<file path="config.mk">
export PLATFORM = sky130hd
export DESIGN_NAME = lph_queue
export DESIGN_NICKNAME = d
export VERILOG_FILES = /design/src/rtl/lph_queue.sv
export SDC_FILE = /design/constraint.sdc
export NUM_CORES = 1
export LEC_CHECK = 0
export BUFFER_PORTS_ARGS = -buffer_cell sky130_fd_sc_hd__buf_2
export CORE_MARGIN = 4
export CORE_UTILIZATION = 48
export CTS_CLUSTER_DIAMETER = 60
export DETAILED_ROUTE_END_ITERATION = 6
export HOLD_SLACK_MARGIN = 0.05
export MAX_ROUTING_LAYER = met4
export PLACE_DENSITY = 0.74
export REMOVE_ABC_BUFFERS = 1
export SLEW_MARGIN = 15
export SYNTH_ARGS = -nofsm -noshare
export SYNTH_HDL_FRONTEND = slang
export SYNTH_SLANG_ARGS = --single-unit
</file>
<file path="constraint.sdc">
create_clock -name clock -period 1.7 [get_ports clock]
set_input_delay 0.34 -clock clock [delete_from_list [all_inputs] [get_ports clock]]
set_output_delay 0.34 -clock clock [all_outputs]
set_load 0.02 [all_outputs]
</file>
<file path="src/rtl/lph_queue.sv">
// Two-entry queue that decouples the front end from the probe engine.
module lph_queue #(
   parameter int WIDTH = 8
) (
   input  logic             clock,
   input  logic             reset,
   input  logic             in_valid,
   output logic             in_ready,
   input  logic [WIDTH-1:0] in_data,
   output logic             out_valid,
   input  logic             out_ready,
   output logic [WIDTH-1:0] out_data
);

   localparam logic [1:0] DEPTH = 2'd2;

   logic [WIDTH-1:0] entries_ff [2];
   logic             wr_ptr_ff, wr_ptr_in;
   logic             rd_ptr_ff, rd_ptr_in;
   logic [1:0]       count_ff, count_in;
   logic             push;
   logic             pop;

   assign in_ready  = (count_ff != DEPTH);
   assign out_valid = (count_ff != 2'd0);
   assign out_data  = entries_ff[rd_ptr_ff];
   assign push      = in_valid && in_ready;
   assign pop       = out_valid && out_ready;

   // Pointer and occupancy update.
   always_comb begin
      wr_ptr_in = push ? ~wr_ptr_ff : wr_ptr_ff;
      rd_ptr_in = pop ? ~rd_ptr_ff : rd_ptr_ff;
      count_in  = count_ff;
      if (push && !pop) begin
         count_in = count_ff + 2'd1;
      end else if (pop && !push) begin
         count_in = count_ff - 2'd1;
      end
   end

   always_ff @(posedge clock) begin
      if (reset) begin
         wr_ptr_ff <= 1'b0;
         rd_ptr_ff <= 1'b0;
         count_ff  <= 2'd0;
      end else begin
         wr_ptr_ff <= wr_ptr_in;
         rd_ptr_ff <= rd_ptr_in;
         count_ff  <= count_in;
      end
   end

   always_ff @(posedge clock) begin
      if (push) begin
         entries_ff[wr_ptr_ff] <= in_data;
      end
   end

endmodule

</file>
# Word-level counts from Yosys, hierarchy flattened
# Memories as Yosys holds them, arrays and structs flattened. A register that Yosys moved wholly into a read port is not among the register bits.
# Index checks and enable logic that the tools add are counted.
# classes
addsub	2
n_eq_ne	1
n_mux	6
bitwise	2
n_reduce_logical	8
# op_table
operator	count
$logic_and 1x1->1	4
$mux 1	4
$mux 2	2
$reduce_bool 2->1	2
$add 2x1->2 const B	1
$logic_not 1->1	2
$ne 2x2->1 const B	1
$not 1->1	2
$sub 2x1->2 const B	1
# totals
ff_bits	4
ramBits	16
inputBits	12
output_inout_bits	10
n_memories	1
# mem_list
name	depth	width	rd	rd_ports_with_merged_regs	write_ports	line_no	text
entries_ff	2	8	1	1	1	17	logic [WIDTH-1:0] entries_ff [2];

# Depth between registers and ports, before layout
# Gate-level depths: netlist of run 1.
# logic_depth
word_depth	6
mapped_depth	6
depth_no_buf	6

# Worst setup path before layout of run 1
# OpenSTA, ideal clock, no wires.
# synth_path
path_kind	reg-to-reg
start	register count_ff[0]
end	register count_ff[1]
setup_ns	0.070
t_arrival_ns	1.595
setup_slack_ns	0.035
path_stages_with_launch	6
path_buffers	0
cell_sequence	dfxtp_1 -> nand2b_1 -> and2_1 -> ha_1 -> or3_1 -> a21oi_1
# synth_via
elab_chain_cells	5
# synth_rtl
element	line_no	text
start, declared	20	logic [1:0] count_ff, count_in;
start signal, assigned	50	count_ff <= count_in;
$ne 2x2->1 (*)	24	assign in_ready = (count_ff != DEPTH);
net in_ready	8	output logic in_ready,
$logic_and 1x1->1 (*)	27	assign push = in_valid && in_ready;
net push	21	logic push;
$logic_not 1->1	37	end else if (pop && !push) begin
$logic_and 1x1->1	37	
$reduce_bool 2->1 (no line)	--	
# Mark *: on every way through the listed nets, which the timed path passes. The rest lies on a longest branch. The select of a mux whose other input is x is not followed.
# A chain may end at the register's enable or synchronous reset.

==> results.tsv, run 1 <==
stage	metric	value	unit
outcome	status	completed	
place	GP Congestion	0.736	
cts	H-tree depth	1	
grt	grt met3 use	0.0306	
timing	Max-slew headroom	0.759	
cts	CTS sink cnt	21	
timing	Peak Freq	0.624	GHz
place	port bufs	21	
place	Placed Cells incl. Taps	85	
pwr	total power	1410	uW
logic_synthesis	Synth Cell Area	798	um^2
critical_path	CP Capture Type	primary output	
timing	Worst Skew	0.00646	ns
timing	RSZ-0062 raised after global routing	false	
logic_synthesis	Yosys reg bits	21	
timing	Worst-Margin Slew	0.362	ns
grt	initial antenna violation count	0	
cts	CTS Buf Count	3	
grt	vias in the first global route	452	
logic_synthesis	Unique masters post-synth	17	
final_layout	Final nets	87	
critical_path	crit-path max cell delay	0.46	ns
worst_hold_path	min-delay src	in_data[7]	
worst_hold_path	Min-Delay Path Class	in -> reg	
job	maxcap violations	0	
final_layout	share of cells above drive strength 1	0.521	
critical_path	CP Buf/Inv Count	1	
grt	global-route wire length before repair	1910	um
routing	vias after detailed routing	466	
logic_synthesis	top cell type by total area after synthesis	edfxtp_1	
die	Top Ports	22	
final_layout	Final Core Density	0.617	
timing	Setup TNS	0	ns
logic_synthesis	top post-synthesis cells by area	edfxtp_1, dfxtp_1, mux2_2, xor2_1, ha_1	
die	die area	2380	um^2
logic_synthesis	Avg Cell Area, Syn	16.3	um^2
critical_path	crit path cell chain	mux2_2 -> buf_2	
pwr	Leak	0.000382	uW
logic_synthesis	post-synth top area share	0.602	
timing	Tcrit/Tclk final	0.943	
place	Placement Cell Area	918	um^2
grt	grt met1 use	0.120	
critical_path	CP delay by family, top	flip-flops	
critical_path	Crit Path Max Fanout	8	
grt	total track usage	0.109	
logic_synthesis	Yosys warnings	0	
final_layout	Ant. Diodes	0	
grt	largest net degree at the start of global routing	13	
final_layout	Fill cells	136	
die	core footprint	1540	um^2
timing	post-route minimum period	1.60	ns
grt	global route overflow	0	
routing	Initial DRT Pass Iterations	3	
pwr	Power Dens Cells	1480	nW/um^2
critical_path	Startpoint Class	flop	
critical_path	crit path kind	reg -> out	
cts	CTS tree	yes	
routing	Avg WL per Cell	13.4	um
critical_path	Critical Path AT	1.26	ns
routing	DR vias/cell	5.24	
pwr	maximum VDD drop	926	uV
critical_path	slowest cell on the critical path	dfxtp_2	
die	Die W	48.8	um
die	row count	14	
routing	initial drt markers	10	
logic_synthesis	Gate Count Post-Synth	49	
grt	met2 usage in global routing	0.180	
cts	Clock Tree Root	clkbuf_4	
die	chip height	48.8	um
timing	Fin. Hold Viols	0	
critical_path	CP required	1.36	ns
timing	endpoints failing setup	0	
logic_synthesis	register area share after synthesis	0.727	
cts	setup bufs post-CTS	0	
critical_path	FF-to-FF Start	count_ff[0]	
routing	Post-Route WL	1190	um
final_layout	Final Instance Area	951	um^2
routing	DR DRC count	0	
final_layout	Synth-to-Final Area Change	19.1	%
cts	Clock Latency Late Sink	0.29	ns
timing	final slew viol count	0	
cts	Clock Pin Slew Worst Setup and Hold Paths	0.11	ns
cts	CTS max path bufs	2	
final_layout	Finished Layout Cells	89	
place	post-DP HPWL	871	um
die	Initial Util	0.518	
grt	GRT Max-Usage Layer	met2	
routing	ANT nets after route	0	
[registers in the layout, indices dropped and copies added, names as in the netlist, named ones only]
signal      cells
wr_ptr_ff       1
count_ff        2
rd_ptr_ff       1
entries_ff     16
[per-stage QoR]
stage	worst slack [ns]	hold WS, ns
floorplan	0.0348	0.409
global placement	0.150	0.487
detailed placement	0.0845	0.488
CTS	0.0610	0.218
global route	0.0211	0.200
finish	0.0969	0.224
[what timing repair did]
item	CTS	global route
gates resized for setup	1	2
hold buffers	0	0
pin swaps	0	0
endpoints found under the setup margin	8	1
[final timing paths]
kind,cells after the start,endpoint,slack [ns]
worst max register to register,5,count_ff[1],0.1
worst min-delay path,1,entries_ff[1][7],0.22
worst max-delay path,2,out_data[7],0.1
worst min register to register,2,flop,0.52
[metal layers]
layer | share of wire | up-vias
met3 | 0.045 | 2
met1 | 0.41 | 223
met2 | 0.53 | 10
met5 | 0 | -
li1 | - | 231
met4 | 0.0075 | 0
[area by class of cell]
class                           count  area [um^2]  area share
Inverter                            1         3.75     0.00395
Clock buffer                        3         22.5      0.0237
Tap cell                           16         20.0      0.0211
Sequential cell                    21          583       0.613
Timing Repair Buffer               21          105       0.111
Clock inverter                      1         5.00     0.00526
Multi-Input combinational cell     26          211       0.222
[synth_stat cells, drive strengths merged]
library cell	instances
a21oi	2
a21bo	1
nand2b	1
nor2	3
edfxtp	16
nand3b	1
mux2	8
ha	1
and2	1
or2	1
inv	1
xor2	3
buf	1
o21ai	2
or3	1
and3	1
dfxtp	5
[kinds of logic (layout without fill, tap and decap cells)]
group	Yosys count	after routing	share of synthesized area
xor gates and xnor gates	3	3	0.0329
buffers and inverters	2	26	0.0110
muxes	8	8	0.113
adders and majority gates	1	1	0.0157
DFF	21	21	0.727
and+or+nand+nor	9	9	0.0627
AOI/OAI and AO/OA	5	5	0.0376
[power breakdown]
group	internal, uW	total, uW	switching (uW)
Combinational	207	460	252
Clock	87.4	228	141
Sequential	656	720	64.6
Total	950	1410	458
[cell usage in the layout (no fill, tap or decap)]
cell	n
or3_1	1
o21ai_0	2
nand3b_1	1
nor2_1	3
dfxtp_2	2
nand2b_2	1
and2_1	1
edfxtp_1	16
inv_1	1
a21oi_1	2
mux2_2	8
buf_2	21
ha_1	1
dfxtp_1	3
a21bo_2	1
xor2_1	3
clkinv_2	1
and3_1	1
or2_2	1
clkbuf_4	3
[worst register-to-register path: stages, from the launching register on]
cell      delay [ns]
dfxtp_2         0.36
nand2b_2        0.21
and2_1          0.17
ha_1            0.32
or3_1           0.35
a21oi_1         0.14
Power figures use the tool's default switching activity.
==> run 2, diff against run 1 <==
--- a/config.mk
+++ b/config.mk
@@ -7,12 +7,12 @@
 export LEC_CHECK = 0
 export BUFFER_PORTS_ARGS = -buffer_cell sky130_fd_sc_hd__buf_2
 export CORE_MARGIN = 4
-export CORE_UTILIZATION = 48
+export CORE_UTILIZATION = 52
 export CTS_CLUSTER_DIAMETER = 60
 export DETAILED_ROUTE_END_ITERATION = 6
 export HOLD_SLACK_MARGIN = 0.05
 export MAX_ROUTING_LAYER = met4
-export PLACE_DENSITY = 0.74
+export PLACE_DENSITY = 0.79
 export REMOVE_ABC_BUFFERS = 1
 export SLEW_MARGIN = 15
 export SYNTH_ARGS = -nofsm -noshare
==> constraint.sdc (replaced) <==
create_clock -name clock -period 2.01 [get_ports clock]
set_input_delay 0.402 -clock clock [delete_from_list [all_inputs] [get_ports clock]]
set_output_delay 0.402 -clock clock [all_outputs]
set_load 0.02 [all_outputs]
==> results.tsv, run 2 (synthesized netlist as in run 1, its figures left out) <==
stage	metric	value	unit	change
outcome	status	completed		unchanged
final_layout	commonest non-fill, non-tap cell in the layout	buf_2		unchanged
job	maxcap violations	0		unchanged
pwr	Switching Share	0.329		was 0.325
final_layout	top flop regs	entries_ff: 16 flops, count_ff: 2 flops		unchanged
cts	H-tree depth	1		unchanged
timing	endpoints failing setup	0		unchanged
timing	Tcrit/Tclk final	0.889		
grt	vias in the first global route	454		was 452
grt	initial antenna violation count	0		unchanged
critical_path	crit path kind	reg -> out		unchanged
die	Die W	47.2	um	was 48.8 um
final_layout	max reg flops	16		unchanged
routing	Avg WL per Cell	14.7	um	was 13.4 um
critical_path	slowest cell on the critical path	dfxtp_1		was dfxtp_2
timing	Worst-Margin Slew	0.351	ns	was 0.362 ns
critical_path	Worst R2R Path Depth	5		unchanged
pwr	Reg power frac	0.510		was 0.511
cts	CTS tree	yes		unchanged
routing	ANT nets after route	0		unchanged
critical_path	Crit Path Max Fanout	8		unchanged
die	Initial Util	0.584		was 0.518
place	port bufs	21		unchanged
pwr	Clock Power Share	0.162		about the same
final_layout	share of cells above drive strength 1	0.479		was 0.521
critical_path	Startpoint Class	flop		unchanged
critical_path	cell count along the critical path	2		unchanged
cts	CTS sink cnt	21		unchanged
critical_path	CP Buf/Inv Count	1		unchanged
cts	Clock Tree Root	clkbuf_4		unchanged
pwr	Power Dens Cells	1260	nW/um^2	was 1480 nW/um^2
critical_path	CP required	1.61	ns	was 1.36 ns
routing	DR DRC count	0		unchanged
critical_path	reg-to-reg slack, setup	0.38	ns	was 0.1 ns
timing	Peak Freq	0.559	GHz	
die	core footprint	1370	um^2	was 1540 um^2
timing	Setup TNS	0	ns	unchanged
grt	global-route wire length before repair	2040	um	was 1910 um
final_layout	Final nets	87		unchanged
cts	Hold-fix buffers, CTS	0		unchanged
die	Top Ports	22		unchanged
cts	setup bufs post-CTS	0		unchanged
pwr	maximum VDD drop	801	uV	was 926 uV
routing	DR vias/cell	5.26		was 5.24
grt	total track usage	0.144		was 0.109
grt	global route overflow	0		unchanged
cts	CTS Buf Count	3		unchanged
pwr	Logic pwr share	0.329		was 0.327
grt	largest net degree at the start of global routing	13		unchanged
worst_hold_path	Min-Delay Path Class	in -> reg		unchanged
timing	RSZ-0062 raised after global routing	false		unchanged
critical_path	CP Capture Type	primary output		unchanged
die	chip height	47.2	um	was 48.8 um
routing	vias after detailed routing	463		was 466
pwr	total power	1190	uW	was 1410 uW
final_layout	most frequent cells in the layout	buf_2, edfxtp_1, mux2_2		unchanged
cts	Clock Pin Slew Worst Setup and Hold Paths	0.11	ns	about the same
die	die area	2230	um^2	was 2380 um^2
routing	Post-Route WL	1290	um	was 1190 um
pwr	Pint	797	uW	was 950 uW
final_layout	Synth-to-Final Area Change	18.3	%	was 19.1%
routing	Initial DRT Pass Iterations	2		was 3
pwr	Leak	0.000381	uW	was 0.000382 uW
die	row count	13		was 14
routing	initial drt markers	5		was 10
timing	Max-slew headroom	0.764		was 0.759
timing	Fin. Hold Viols	0		unchanged
final_layout	Ant. Diodes	0		unchanged
final_layout	Top reg by flops	entries_ff		unchanged
cts	Clock Latency Late Sink	0.29	ns	about the same
cts	Post-CTS Resized	0		was 1
critical_path	crit path cell chain	mux2_2 -> buf_2		unchanged
critical_path	crit-path max cell delay	0.55	ns	was 0.46 ns
timing	post-route minimum period	1.79	ns	
timing	Worst Skew	0.00322	ns	was 0.00646 ns
place	post-DP HPWL	987	um	was 871 um
worst_hold_path	worst hold stages	1		unchanged
pwr	P_sw	391	uW	was 458 uW
timing	final slew viol count	0		unchanged
critical_path	CP delay by family, top	flip-flops		unchanged
cts	CTS max path bufs	2		unchanged
place	GP Congestion	0.629		was 0.736
critical_path	Critical Path AT	1.39	ns	was 1.26 ns
## run 2: cell counts in the layout (fill, tap and decap cells not counted)
No cell type changed its count.
## run 2: layout make-up
type	instances	area (um^2)
clock buffers	3	22.5
clock inverters	1	5.00
fillers	103	422
inverters	1	3.75
multi-input cells	26	209
flip-flops and latches	21	581
well taps	15	18.8
repair buffers	21	105
## run 2: through the flow
step | cells | cell area [um^2] | setup WS (ns) | utilization | hold slack (ns)
after global placement | 84 | 917 | 0.455 | 0.671 | 0.484
after detailed placement | 84 | 917 | 0.395 | 0.671 | 0.499
final | 88 | 945 | 0.222 | 0.691 | 0.289
after CTS | 88 | 945 | 0.203 | 0.691 | 0.278
after global routing | 88 | 945 | 0.156 | 0.691 | 0.264
after floorplan | 48 | 793 | 0.345 | - | 0.471
## run 2: metal layers
metal | part of all wire | GRT usage
met5 | 0 | -
met4 | 0.0062 | 0.0497
met3 | 0.058 | 0.0460
met2 | 0.54 | 0.257
met1 | 0.39 | 0.146
## run 2: worst reg2reg max path, cell delays in order (launching register included)
cell and delay, ns:
dfxtp_1 0.36, nand2b_1 0.21, and2_1 0.19, ha_1 0.33, or3_1 0.36, a21oi_1 0.13
## run 2: power groups by stage
stage	logic (uW)	registers [uW]	clock network (uW)
after floorplan	289	599	0
after global placement	382	611	0
after detailed placement	394	615	0
after CTS	397	606	198
after global routing	427	614	226
final	391	605	192
## run 2: final timing paths
path / startpoint / to
setup / recovery: flop / out_data[1]
hold / removal: in_data[6] / entries_ff[0][6]
setup reg to reg: count_ff[0] / count_ff[1]
hold reg to reg: rd_ptr_ff / rd_ptr_ff
