--- config.mk ---
export PLATFORM = sky130hd
export DESIGN_NAME = lph_front
export DESIGN_NICKNAME = d
export VERILOG_FILES = /design/src/rtl/lph_pkg.sv /design/src/rtl/lph_front.sv
export SDC_FILE = /design/constraint.sdc
export NUM_CORES = 1
export LEC_CHECK = 0
export BUFFER_PORTS_ARGS = -buffer_cell sky130_fd_sc_hd__buf_2
export CORE_MARGIN = 10
export CORE_UTILIZATION = 53
export DETAILED_ROUTE_END_ITERATION = 8
export GPL_TIMING_DRIVEN = 0
export PLACE_DENSITY = 0.81
export REMOVE_ABC_BUFFERS = 1
export SLEW_MARGIN = 20
export SYNTH_ARGS = -nofsm -noshare
export SYNTH_HDL_FRONTEND = slang
export SYNTH_SLANG_ARGS = --single-unit
--- constraint.sdc ---
create_clock -name clock -period 10.1 [get_ports clock]
set_input_delay 1.01 -clock clock [delete_from_list [all_inputs] [get_ports clock]]
set_output_delay 1.01 -clock clock [all_outputs]
set_load 0.01 [all_outputs]
--- src/rtl/lph_pkg.sv ---
// Shared types and constants for the linear-probing hash set.
package lph_pkg;

   // Field widths of the request and response beats.
   localparam int KEY_W    = 64;
   localparam int OP_W     = 2;
   localparam int STATUS_W = 3;
   localparam int SLOT_W   = 10;

   // Key bits folded into the home-slot remainder per cycle.
   localparam int HASH_DIGIT_W = 8;
   localparam int HASH_STEPS   = KEY_W / HASH_DIGIT_W;

   // Operation codes.
   localparam logic [OP_W-1:0] OP_ADD    = 2'd0;
   localparam logic [OP_W-1:0] OP_FIND   = 2'd1;
   localparam logic [OP_W-1:0] OP_REMOVE = 2'd2;

   // Response status codes.
   localparam logic [STATUS_W-1:0] ST_PRESENT  = 3'd0;
   localparam logic [STATUS_W-1:0] ST_INSERTED = 3'd1;
   localparam logic [STATUS_W-1:0] ST_NOTFOUND = 3'd2;
   localparam logic [STATUS_W-1:0] ST_FULL     = 3'd3;
   localparam logic [STATUS_W-1:0] ST_REMOVED  = 3'd4;

   // One command as it travels from the front end to the probe engine.
   typedef struct packed {
      logic [OP_W-1:0]  op;
      logic [KEY_W-1:0] key;
   } cmd_type;

endpackage

--- src/rtl/lph_front.sv ---
// Front end: accepts request beats and computes the home slot of each key.
module lph_front #(
   parameter int TABLE_SIZE = 1024
) (
   input  logic                               clock,
   input  logic                               reset,
   input  logic                               req_valid,
   output logic                               req_ready,
   input  logic [lph_pkg::OP_W-1:0]           req_op,
   input  logic [lph_pkg::KEY_W-1:0]          req_key,
   output logic                               cmd_valid,
   input  logic                               cmd_ready,
   output lph_pkg::cmd_type                   cmd,
   output logic [$clog2(TABLE_SIZE)-1:0]      cmd_home
);

   localparam int AW    = $clog2(TABLE_SIZE);
   localparam int RW    = $clog2(TABLE_SIZE - 1);
   localparam int RW1   = RW + 1;
   localparam int KW    = lph_pkg::KEY_W;
   localparam int DIG   = lph_pkg::HASH_DIGIT_W;
   localparam int NSTEP = lph_pkg::HASH_STEPS;
   localparam int CW    = $clog2(NSTEP);
   localparam logic [RW:0]   MODULUS   = RW1'(TABLE_SIZE - 1);
   localparam logic [CW-1:0] LAST_STEP = CW'(NSTEP - 1);

   localparam logic [1:0] F_IDLE = 2'd0;
   localparam logic [1:0] F_HASH = 2'd1;
   localparam logic [1:0] F_PUSH = 2'd2;

   logic [1:0]       state_ff, state_in;
   lph_pkg::cmd_type cmd_ff, cmd_in;
   logic [KW-1:0]    shift_ff, shift_in;
   logic [RW-1:0]    rem_ff, rem_in;
   logic [CW-1:0]    step_ff, step_in;
   logic [RW-1:0]    rem_step;

   // Fold one digit of the key, most significant first, into the remainder.
   // Each bit doubles the remainder and adds the bit; one subtract keeps it
   // below the modulus since the sum stays below twice the modulus.
   always_comb begin
      logic [RW-1:0] acc;
      logic [RW:0]   t;
      acc = rem_ff;
      for (int i = 0; i < DIG; i++) begin
         t = {acc, shift_ff[KW-1-i]};
         if (t >= MODULUS) begin
            t = t - MODULUS;
         end
         acc = t[RW-1:0];
      end
      rem_step = acc;
   end

   // Sequencer: take a beat, run the remainder over all digits, then hand off.
   always_comb begin
      state_in = state_ff;
      cmd_in   = cmd_ff;
      shift_in = shift_ff;
      rem_in   = rem_ff;
      step_in  = step_ff;
      unique case (state_ff)
         F_IDLE: begin
            if (req_valid) begin
               cmd_in.op  = req_op;
               cmd_in.key = req_key;
               shift_in   = req_key;
               rem_in     = '0;
               step_in    = '0;
               state_in   = F_HASH;
            end
         end
         F_HASH: begin
            rem_in   = rem_step;
            shift_in = shift_ff << DIG;
            step_in  = step_ff + CW'(1);
            if (step_ff == LAST_STEP) begin
               state_in = F_PUSH;
            end
         end
         F_PUSH: begin
            if (cmd_ready) begin
               state_in = F_IDLE;
            end
         end
         default: begin
            state_in = F_IDLE;
         end
      endcase
   end

   always_ff @(posedge clock) begin
      if (reset) begin
         state_ff <= F_IDLE;
         step_ff  <= '0;
      end else begin
         state_ff <= state_in;
         step_ff  <= step_in;
      end
   end

   always_ff @(posedge clock) begin
      cmd_ff   <= cmd_in;
      shift_ff <= shift_in;
      rem_ff   <= rem_in;
   end

   // Key zero lives at slot 0; every other key starts one past its remainder.
   assign req_ready = (state_ff == F_IDLE);
   assign cmd_valid = (state_ff == F_PUSH);
   assign cmd       = cmd_ff;
   assign cmd_home  = (cmd_ff.key == '0) ? '0 : (AW'(rem_ff) + AW'(1));

endmodule

# After elaboration in Yosys (flattened, before gate mapping)
# Index checks and enable logic that the tools add are counted.
dict set report classes {
  n_addsub 10
  magnitude_cmp 8
  eq_ne 6
  muxes 19
  n_reduce_logical 6
}
# cell n
set ops {}
lappend ops {{$pmux W64 S2} 1}
lappend ops {{$mux W10} 10}
lappend ops {{$ge A11 B10 Y1 const B} 8}
lappend ops {{$sub A10 B10 Y10 const B} 8}
lappend ops {{$logic_not A64 Y1} 1}
lappend ops {{$mux W64} 1}
lappend ops {{$pmux W10 S2} 1}
lappend ops {{$add A10 B1 Y10 const B} 1}
lappend ops {{$mux W2} 3}
lappend ops {{$pmux W2 S3} 1}
lappend ops {{$pmux W3 S2} 1}
lappend ops {{$ne A2 B2 Y1 const B} 2}
lappend ops {{$reduce_and A2 Y1} 2}
lappend ops {{$add A3 B1 Y3 const B} 1}
lappend ops {{$eq A3 B3 Y1 const B} 1}
lappend ops {{$mux W3} 1}
lappend ops {{$reduce_and A3 Y1} 1}
lappend ops {{$eq A2 B1 Y1 const B} 1}
lappend ops {{$eq A2 B2 Y1 const B} 1}
lappend ops {{$logic_not A2 Y1} 1}
lappend ops {{$ne A2 B1 Y1 const B} 1}
lappend ops {{$reduce_bool A2 Y1} 1}
dict set report word_totals {
  regBits 145
  input_bits 70
  out_inout_bits 78
  elab_cells 55
}

# Logic depth before layout (Yosys ltp)
# Gate-level depths: netlist of run 1.
dict set report logic_depth {
  ltp_word 17
  ltp_mapped 50
  ltp_nobuf 46
}

# Worst setup path after synthesis of run 1
# Ideal clock, no wire load.
dict set report synth_path {
  path_kind {reg-to-reg}
  start {reg rem_ff[0]}
  end {reg rem_ff[8] (data pin)}
  setup_ns 0.257
  arrival_time_ns 10.915
  path_slack_ns -1.072
  stages_incl_launch_ff 50
  n_path_buf 4
  cell_sequence {edfxtp_1 > ha_1 > buf_2 > a22o_1 > a41oi_1 > xnor2_1 > ha_1 > o21ai_1 > nand3_1 > nand2_1 > xor2_1 > inv_1 > ha_1 > and2_1 > a21boi_1 > o211ai_2 > a2111oi_4 > nor2_2 > [14 not listed] > buf_4 > xnor2_1 > ha_1 > inv_1 > a21oi_4 > o2111a_1 > nor2_1 > xnor2_1 > ha_1 > inv_1 > a21o_1 > a2111o_1 > nand2_1 > xor2_1 > ha_1 > o221ai_2 > or4_1 > a32o_1}
}
dict set report synth_between {
  elab_chain_cells 17
  word_cells_on_any_way 25
  cone_classes {8 x add/sub; 8 x order compare; 9 x mux}
}
# item line_no
set synth_lines {}
lappend synth_lines {{from (decl)} lph_front.sv:34} ;# logic [RW-1:0] rem_ff, rem_in;
lappend synth_lines {{from (signal assigned)} lph_front.sv:105} ;# rem_ff <= rem_in;
lappend synth_lines {{$sub A10 B10 Y10 / $ge A11 B10 Y1 (equally long branches)} {lph_front.sv:48, lph_front.sv:47}}
lappend synth_lines {{$mux W10 *} lph_front.sv:47} ;# if (t >= MODULUS) begin
lappend synth_lines {{$sub A10 B10 Y10 / $ge A11 B10 Y1 (equally long branches)} {lph_front.sv:48, lph_front.sv:47}}
lappend synth_lines {{$mux W10 *} lph_front.sv:47}
lappend synth_lines {{$sub A10 B10 Y10 / $ge A11 B10 Y1 (equally long branches)} {lph_front.sv:48, lph_front.sv:47}}
lappend synth_lines {{$mux W10 *} lph_front.sv:47}
lappend synth_lines {{$sub A10 B10 Y10 / $ge A11 B10 Y1 (equally long branches)} {lph_front.sv:48, lph_front.sv:47}}
lappend synth_lines {{$mux W10 *} lph_front.sv:47}
lappend synth_lines {{$sub A10 B10 Y10 / $ge A11 B10 Y1 (equally long branches)} {lph_front.sv:48, lph_front.sv:47}}
lappend synth_lines {{$mux W10 *} lph_front.sv:47}
lappend synth_lines {{$sub A10 B10 Y10 / $ge A11 B10 Y1 (equally long branches)} {lph_front.sv:48, lph_front.sv:47}}
lappend synth_lines {{$mux W10 *} lph_front.sv:47}
lappend synth_lines {{$sub A10 B10 Y10 / $ge A11 B10 Y1 (equally long branches)} {lph_front.sv:48, lph_front.sv:47}}
lappend synth_lines {{$mux W10 *} lph_front.sv:47}
lappend synth_lines {{$sub A10 B10 Y10 / $ge A11 B10 Y1 (equally long branches)} {lph_front.sv:48, lph_front.sv:47}}
lappend synth_lines {{$mux W10 *} lph_front.sv:47}
lappend synth_lines {{$pmux W10 S2 *} lph_front.sv:62} ;# unique case (state_ff)
# Every way passes the cells marked *; elsewhere a longest branch is shown, timed or not.
# A chain may end at the register's enable or synchronous reset.

# Final worst setup path of run 1
dict set report layout_path {
  start {reg rem_ff[0]}
  end {reg rem_ff[0] (data pin)}
}
dict set report layout_between {
  elab_chain_cells 17
  word_cells_on_any_way 24
  cone_classes {7 x add/sub; 8 x order compare; 9 x mux}
}
# item line_no
set layout_lines {}
lappend layout_lines {{$sub A10 B10 Y10 / $ge A11 B10 Y1 (equally long branches)} {lph_front.sv:48, lph_front.sv:47}}
lappend layout_lines {{$mux W10 *} lph_front.sv:47}
lappend layout_lines {{$sub A10 B10 Y10 / $ge A11 B10 Y1 (equally long branches)} {lph_front.sv:48, lph_front.sv:47}}
lappend layout_lines {{$mux W10 *} lph_front.sv:47}
lappend layout_lines {{$sub A10 B10 Y10 / $ge A11 B10 Y1 (equally long branches)} {lph_front.sv:48, lph_front.sv:47}}
lappend layout_lines {{$mux W10 *} lph_front.sv:47}
lappend layout_lines {{$sub A10 B10 Y10 / $ge A11 B10 Y1 (equally long branches)} {lph_front.sv:48, lph_front.sv:47}}
lappend layout_lines {{$mux W10 *} lph_front.sv:47}
lappend layout_lines {{$sub A10 B10 Y10 / $ge A11 B10 Y1 (equally long branches)} {lph_front.sv:48, lph_front.sv:47}}
lappend layout_lines {{$mux W10 *} lph_front.sv:47}
lappend layout_lines {{$sub A10 B10 Y10 / $ge A11 B10 Y1 (equally long branches)} {lph_front.sv:48, lph_front.sv:47}}
lappend layout_lines {{$mux W10 *} lph_front.sv:47}
lappend layout_lines {{$sub A10 B10 Y10 / $ge A11 B10 Y1 (equally long branches)} {lph_front.sv:48, lph_front.sv:47}}
lappend layout_lines {{$mux W10 *} lph_front.sv:47}
lappend layout_lines {{$ge A11 B10 Y1 *} lph_front.sv:47}
lappend layout_lines {{$mux W10 *} lph_front.sv:47}
lappend layout_lines {{$pmux W10 S2 *} lph_front.sv:62}
# Marks and branches as above.

==> results of run 1 <==
-- state kept, by name, summed over array words and instances, names as in the netlist --
register and cells:
cmd 66, rem_ff 10, shift_ff 64, state_ff 2, step_ff 3
-- timing repair --
item / CTS / global route
gates resized for setup: 36 / 27
endpoints found under the setup margin: 10 / 10
setup buffers: 22 / 31
pin swaps: 14 / 21
gates cloned: 0 / 0
-- cell families after synthesis --
kind of cell,synth area share
buffers and inverters,0.02627
AO/OA/AOI/OAI,0.1977
AND/OR/NAND/NOR,0.2560
flip-flops,0.4366
XOR/XNOR,0.03541
multiplexers,0.03401
adder cells (fa/ha/maj),0.01396
-- where the power goes --
group | total, mW | switching, mW | leakage [nW] | internal [mW]
Sequential | 0.799 | 0.0576 | 1.41 | 0.742
Clock | 0.638 | 0.252 | 0.309 | 0.386
Combinational | 1.33 | 0.829 | 2.94 | 0.499
Total | 2.76 | 1.14 | 4.67 | 1.63
-- worst max-delay path: cells and delay by family (launching register included) --
family          cells  cell delay, ns
compound gates     15            3.90
simple gates       10            1.97
fa+ha+maj           6            1.25
xor+xnor            6            1.11
buf+inv             6            0.78
flops               1            0.35
mux                 2            0.23
-- placed cells by master, fill, tap and decap left out, types with 8 or more instances in the layout --
cell type / instances
sky130_fd_sc_hd__a31oi_1: 8
sky130_fd_sc_hd__nand4_1: 20
sky130_fd_sc_hd__nor2_1: 54
sky130_fd_sc_hd__clkbuf_16: 21
sky130_fd_sc_hd__and3_1: 18
sky130_fd_sc_hd__buf_4: 53
sky130_fd_sc_hd__edfxtp_1: 140
sky130_fd_sc_hd__buf_2: 148
sky130_fd_sc_hd__xnor2_1: 21
sky130_fd_sc_hd__and2_1: 20
sky130_fd_sc_hd__nor3_1: 30
sky130_fd_sc_hd__a21oi_1: 30
sky130_fd_sc_hd__mux2i_1: 18
sky130_fd_sc_hd__nand2b_1: 9
sky130_fd_sc_hd__o21ai_1: 12
sky130_fd_sc_hd__o21ai_0: 19
sky130_fd_sc_hd__inv_1: 10
sky130_fd_sc_hd__nand2_1: 234
sky130_fd_sc_hd__xor2_1: 11
sky130_fd_sc_hd__a211oi_1: 8
sky130_fd_sc_hd__mux2_2: 9
sky130_fd_sc_hd__nor4_1: 26
sky130_fd_sc_hd__nand3_1: 38
-- final cells by class --
| class | count | area (µm²) |
|---|---|---|
| fillers | 1311 | 5958 |
| clock inverters | 9 | 80.08 |
| well taps | 229 | 286.5 |
| repair buffers | 207 | 1265 |
| inverters | 13 | 55.05 |
| flip-flops and latches | 145 | 4304 |
| clock buffers | 23 | 543.0 |
| multi-input cells | 827 | 5655 |
-- synthesized netlist by cell type, types with 14 or more instances --
master / instances
sky130_fd_sc_hd__and3_1: 18
sky130_fd_sc_hd__buf_2: 15
sky130_fd_sc_hd__clkbuf_1: 19
sky130_fd_sc_hd__nor2_1: 56
sky130_fd_sc_hd__mux2i_1: 20
sky130_fd_sc_hd__o21ai_0: 20
sky130_fd_sc_hd__o21ai_1: 14
sky130_fd_sc_hd__and2_1: 20
sky130_fd_sc_hd__nand4_1: 20
sky130_fd_sc_hd__xnor2_1: 25
sky130_fd_sc_hd__nor4_1: 27
sky130_fd_sc_hd__nand3_1: 39
sky130_fd_sc_hd__nand2_1: 238
sky130_fd_sc_hd__a21oi_1: 30
sky130_fd_sc_hd__edfxtp_1: 140
sky130_fd_sc_hd__nor3_1: 30
-- how the worst min path moves through the flow --
stage | depth (start not counted) | slack (ns) | end
5_1_grt | 2 | 0.49 | step_ff[2]
2_1_floorplan | 2 | 0.45 | step_ff[1]
3_5_place_dp | 2 | 0.47 | step_ff[2]
6_report | 2 | 0.47 | step_ff[1]
4_1_cts | 2 | 0.47 | step_ff[2]
3_3_place_gp | 2 | 0.46 | step_ff[2]
-- stage by stage --
stage | total power [mW] | hold slack, ns
after detailed placement | 1.937 | 0.4659
after floorplan | 1.653 | 0.4455
after global placement | 1.914 | 0.4575
after CTS | 2.652 | 0.4747
final | 2.764 | 0.4735
after global routing | 2.900 | 0.4893
-- per-layer routing --
layer  global-route usage  vias to the layer above  share of wire
met2               0.3868                      462           0.50
met4              0.07416                        2          0.030
li1                     -                     4315              -
met5                    0                        -        0.00062
met1               0.2639                     4413           0.39
met3              0.05702                       79          0.079
==> results.cfg, run 1 <==
[outcome]
outcome = completed

[critical_path]
cpPeakStageDelay_ns = 0.50
cp-end-kind = register
crit_arrival_ns = 10.02
setup.worst_path.class = reg -> reg
worstSetupStartpointType = register
worstSetupEndpoint = rem_ff[0]
reg2regPathDepth = 45
worstPathMaxFanout = 8
crit_start = rem_ff[0]
cp_data_required_time_ns = 10.26
timing.reg2reg.setup_slack_ns = 0.23
crit_path_top_delay_cell = sky130_fd_sc_hd__or4_4
crit-reg2reg-launch = rem_ff[0]
worst_r2r_endpoint = rem_ff[0]

[final_layout]
final_net_count = 1292
post-route-util = 0.6717
drive_gt1_frac = 0.2892
n_antenna_cell = 0
flow.area_growth_from_synthesis_pct = 23.65
stdcell_area_um2 = 12190
final_cell_count_no_fill = 1453

[yosys]
mappedNetlistArea_um2 = 9858
post_synth_num_cell_types = 108
synth_top_area_frac = 0.4265
synth_seq_cells = 145
synth_top_cell_by_area = sky130_fd_sc_hd__edfxtp_1
synth_enable_flop_cells = 140
yosys-top-cells-area = sky130_fd_sc_hd__edfxtp_1 (43%), sky130_fd_sc_hd__nand2_1 (9.1%), sky130_fd_sc_hd__xnor2_1 (2.2%)
share_of_synthesized_registers_carrying_an_async_set_or_reset = 0
synth_sequential_area_ratio = 0.4366
syn-mean-instance-area_um2 = 9.580
predominant_post_synthesis_flop_cell = sky130_fd_sc_hd__edfxtp_1
postSynthCellCount = 1029
synth.yosys.warnings = 0

[global_route]
globalRouteTotalUtil = 0.2229
grt_pass1_wl_um = 44070
largest_net_degree_at_the_start_of_global_routing = 57
grt_pass1_vias = 8573
antenna_found_initial = 2
grt_overflow = 0

[floorplanning]
die_height_um = 156.4
fp.coreArea_um2 = 18150
fp.dieArea_um2 = 24460
initial_utilization = 0.5432
row_count = 49
floorplan.io_pins = 148
dieWidth_um = 156.4

[cts]
tritoncts.num_buffers = 17
cts.sinks = 145
cts_tree = done
clock_transition_at_the_registers_of_the_reported_paths_ns = 0.06
cts-htree-levels = 4
cts_hold_repair.buffers = 0
max_clock_buf_depth = 2
clock_tree.root_cell = sky130_fd_sc_hd__clkbuf_16
worstSkewPairLatency_ns = 0.42

[sta]
totalNegativeSetupSlack_ns = 0
layout_worst_path_cycle_share = 0.9770
tightest_slew_ns = 1.042
timing_max_transition_violations_final = 0
final-hold-violation-count = 0
max_slew_margin = 0.2857
finClkSkew_ns = 0.007126
final_setup_margin_ns = 0.2327
timing.final.setup_violations = 0
achievable-frequency_mhz = 101.3
final.min_clock_period_ns = 9.867

[place]
dpl_cell_area_um2 = 10820
placedCellCount = 1367
io_buffer_count = 147
dpl.hpwl_um = 20330
gp_congestion = 0.9289
preCtsSetupSlack_ns = -2.989

[power]
ir_drop_mv = 0.1709
p_per_area_nw_per_um2 = 226.8
total_leakage_power_nw = 4.667

[routing]
post-route-drc-count = 0
drtAntennaViolNets = 0
route.detailed.vias_per_inst = 6.381
routed_wire_length_per_instance_um = 19.83
drt_first_iter_violations = 840
routed-via-count = 9271
detailedRoute.firstPassIterationCount = 7
route.final.wire_length_um = 28810

[hold_path]
hp-class = reg -> reg
min_from = step_ff[1]

[run]
max_cap_viol_count = 0
No activity file was read; power rests on OpenSTA's default activity.
==> inputs of run 2 (changes only) <==
- ABC_AREA: unset -> 1
- CORE_UTILIZATION: 53 -> 52
- PLACE_DENSITY: 0.81 -> 0.8
==> run 2 against run 1 <==
Highest routed layer unchanged; via count fell by 14%; synthesized area decreased by 6.6%; critical endpoint is now rem_ff[8]; sequential share of layout area up 4.5 points; die area shrank 4.2%; global-route usage down 2.8 points; critical path depth increased by 12.
==> results.cfg, run 2 <==
[routing]
drt_first_iter_violations = 667
detailedRoute.firstPassIterationCount = 6
routed-via-count = 7946
route.final.wire_length_um = 23100
drtAntennaViolNets = 0
route.detailed.vias_per_inst = 5.315
post-route-drc-count = 0
routed_wire_length_per_instance_um = 15.45

[yosys]
share_of_synthesized_registers_carrying_an_async_set_or_reset = 0
post_synth_num_cell_types = 41
postSynthCellCount = 1112
predominant_post_synthesis_flop_cell = sky130_fd_sc_hd__edfxtp_1
yosys-top-cells-area = sky130_fd_sc_hd__edfxtp_1 (46%), sky130_fd_sc_hd__nand2_1 (18%), sky130_fd_sc_hd__nand4_1 (5.9%)
yosys-top-cells-count = sky130_fd_sc_hd__nand2_1 (432), sky130_fd_sc_hd__edfxtp_1 (140), sky130_fd_sc_hd__inv_1 (96)
synth_top_cell_by_area = sky130_fd_sc_hd__edfxtp_1
synth_top_area_frac = 0.4565
mappedNetlistArea_um2 = 9209
synth_enable_flop_cells = 140
synth_seq_cells = 145
synth.yosys.warnings = 0
yosys.cell_count.top_type = sky130_fd_sc_hd__nand2_1
syn-mean-instance-area_um2 = 8.281
synth_sequential_area_ratio = 0.4674

[run]
max_cap_viol_count = 0

[cts]
clock_tree.root_cell = sky130_fd_sc_hd__clkbuf_16
max_clock_buf_depth = 2
worstSkewPairLatency_ns = 0.42
cts_hold_repair.buffers = 0
cts_tree = done
clock_transition_at_the_registers_of_the_reported_paths_ns = 0.06
cts-htree-levels = 4
cts.sinks = 145
tritoncts.num_buffers = 17

[place]
io_buffer_count = 147
gp_congestion = 0.8922
dpl.hpwl_um = 17390
dpl_cell_area_um2 = 10140

[floorplanning]
initial_utilization = 0.5306
die_height_um = 153.1
row_count = 48
dieWidth_um = 153.1
floorplan.io_pins = 148
fp.coreArea_um2 = 17360
fp.dieArea_um2 = 23430

[final_layout]
stdcell_area_um2 = 10820
flow.area_growth_from_synthesis_pct = 17.51
largest_register_ff_count = 66
nFillCells = 1458
final_net_count = 1335
most_frequent_standard_cell_in_the_layout_excluding_fill_and_tap_cells = sky130_fd_sc_hd__nand2_1
most-common-layout-cells = sky130_fd_sc_hd__nand2_1 (431), sky130_fd_sc_hd__buf_2 (148), sky130_fd_sc_hd__edfxtp_1 (140)
drive_gt1_frac = 0.2510

[global_route]
grt_pass1_vias = 7743
grt_pass1_wl_um = 38140
grt_overflow = 0
largest_net_degree_at_the_start_of_global_routing = 66
antenna_found_initial = 5
globalRouteTotalUtil = 0.1950

[hold_path]
hp-class = reg -> reg

[sta]
max_slew_margin = 0.4652
tightest_slew_ns = 0.7949
final-hold-violation-count = 0
final.min_clock_period_ns = 9.292
layout_worst_path_cycle_share = 0.9200
achievable-frequency_mhz = 107.6
timing_max_transition_violations_final = 0
finClkSkew_ns = 0.007800
timing.final.setup_violations = 0

[outcome]
outcome = completed

[critical_path]
cp_data_required_time_ns = 10.28
cpPeakStageDelay_ns = 0.50
worstSetupStartpointType = register
crit_path_top_delay_cell = sky130_fd_sc_hd__edfxtp_1
critical_path.most_common_cell = sky130_fd_sc_hd__nand3_4
cp-end-kind = register
crit_arrival_ns = 9.47
worstPathMaxFanout = 14
setup.worst_path.class = reg -> reg
run 2: layer usage:
| metal | GRT usage | part of all wire | vias up |
|---|---|---|---|
| li1 | - | - | 3991 |
| met1 | 0.2230 | 0.39 | 3680 |
| met2 | 0.3327 | 0.50 | 234 |
| met3 | 0.07015 | 0.083 | 39 |
| met4 | 0.06085 | 0.022 | 2 |
| met5 | 0 | 0.00078 | - |
run 2: worst max-delay path: cells and delay by family, from the launching register on:
| family | cells | cell delay (ns) |
|---|---|---|
| xor gates and xnor gates | 1 | 0.21 |
| adders and majority gates | 8 | 1.72 |
| buffers and inverters | 6 | 0.45 |
| DFF | 1 | 0.50 |
| and+or+nand+nor | 42 | 6.12 |
run 2: timing repair:
item,in CTS,in global routing
hold endpoints to repair,0,0
setup buffers,0,5
setup endpoints to repair,0,10
resized for setup,0,11
run 2: layout make-up:
| type | count | area [µm²] | share of cell area |
|---|---|---|---|
| Antenna cell | 3 | 7.507 | 0.0006937 |
| Clock buffer | 17 | 425.4 | 0.03931 |
| Clock inverter | 15 | 157.7 | 0.01457 |
| Inverter | 118 | 454.2 | 0.04197 |
| Multi-Input combinational cell | 815 | 4318 | 0.3990 |
| Sequential cell | 145 | 4304 | 0.3977 |
| Tap cell | 225 | 281.5 | 0.02601 |
| Timing Repair Buffer | 157 | 873.3 | 0.08070 |
run 2: through the flow:
step / setup TNS [ns] / util / hold slack (ns) / std cells / setup slack [ns]
after floorplan: 0 / - / 0.4321 / 1078 / 1.767
after detailed placement: 0 / 0.5842 / 0.4626 / 1455 / 0.1868
after global routing: -0.1548 / 0.6235 / 0.4887 / 1495 / -0.05047
final: 0 / 0.6235 / 0.4682 / 1495 / 0.8080
after global placement: 0 / 0.5772 / 0.4530 / 1450 / 0.3173
after CTS: 0 / 0.6178 / 0.4702 / 1487 / 0.1456
run 2: path summary, 6_finish.rpt:
path,startpoint,endpoint,slack (ns),cells past startpoint
setup / recovery,shift_ff[63],rem_ff[8],0.81,57
hold / removal,step_ff[0],step_ff[0],0.47,1
setup reg to reg,shift_ff[63],rem_ff[8],0.81,57
hold reg to reg,step_ff[0],step_ff[0],0.47,1
run 2: cell families after synthesis:
group,count (synthesis),share of synthesized area
compound gates,36,0.02228
xor+xnor,29,0.02840
fa+ha+maj,11,0.01495
buf+inv,152,0.07065
flops,145,0.4674
simple gates,739,0.3963
Power of run 2 is not shown: default switching activity piles up to over one toggle a cycle in this logic, so the estimate is an artifact.
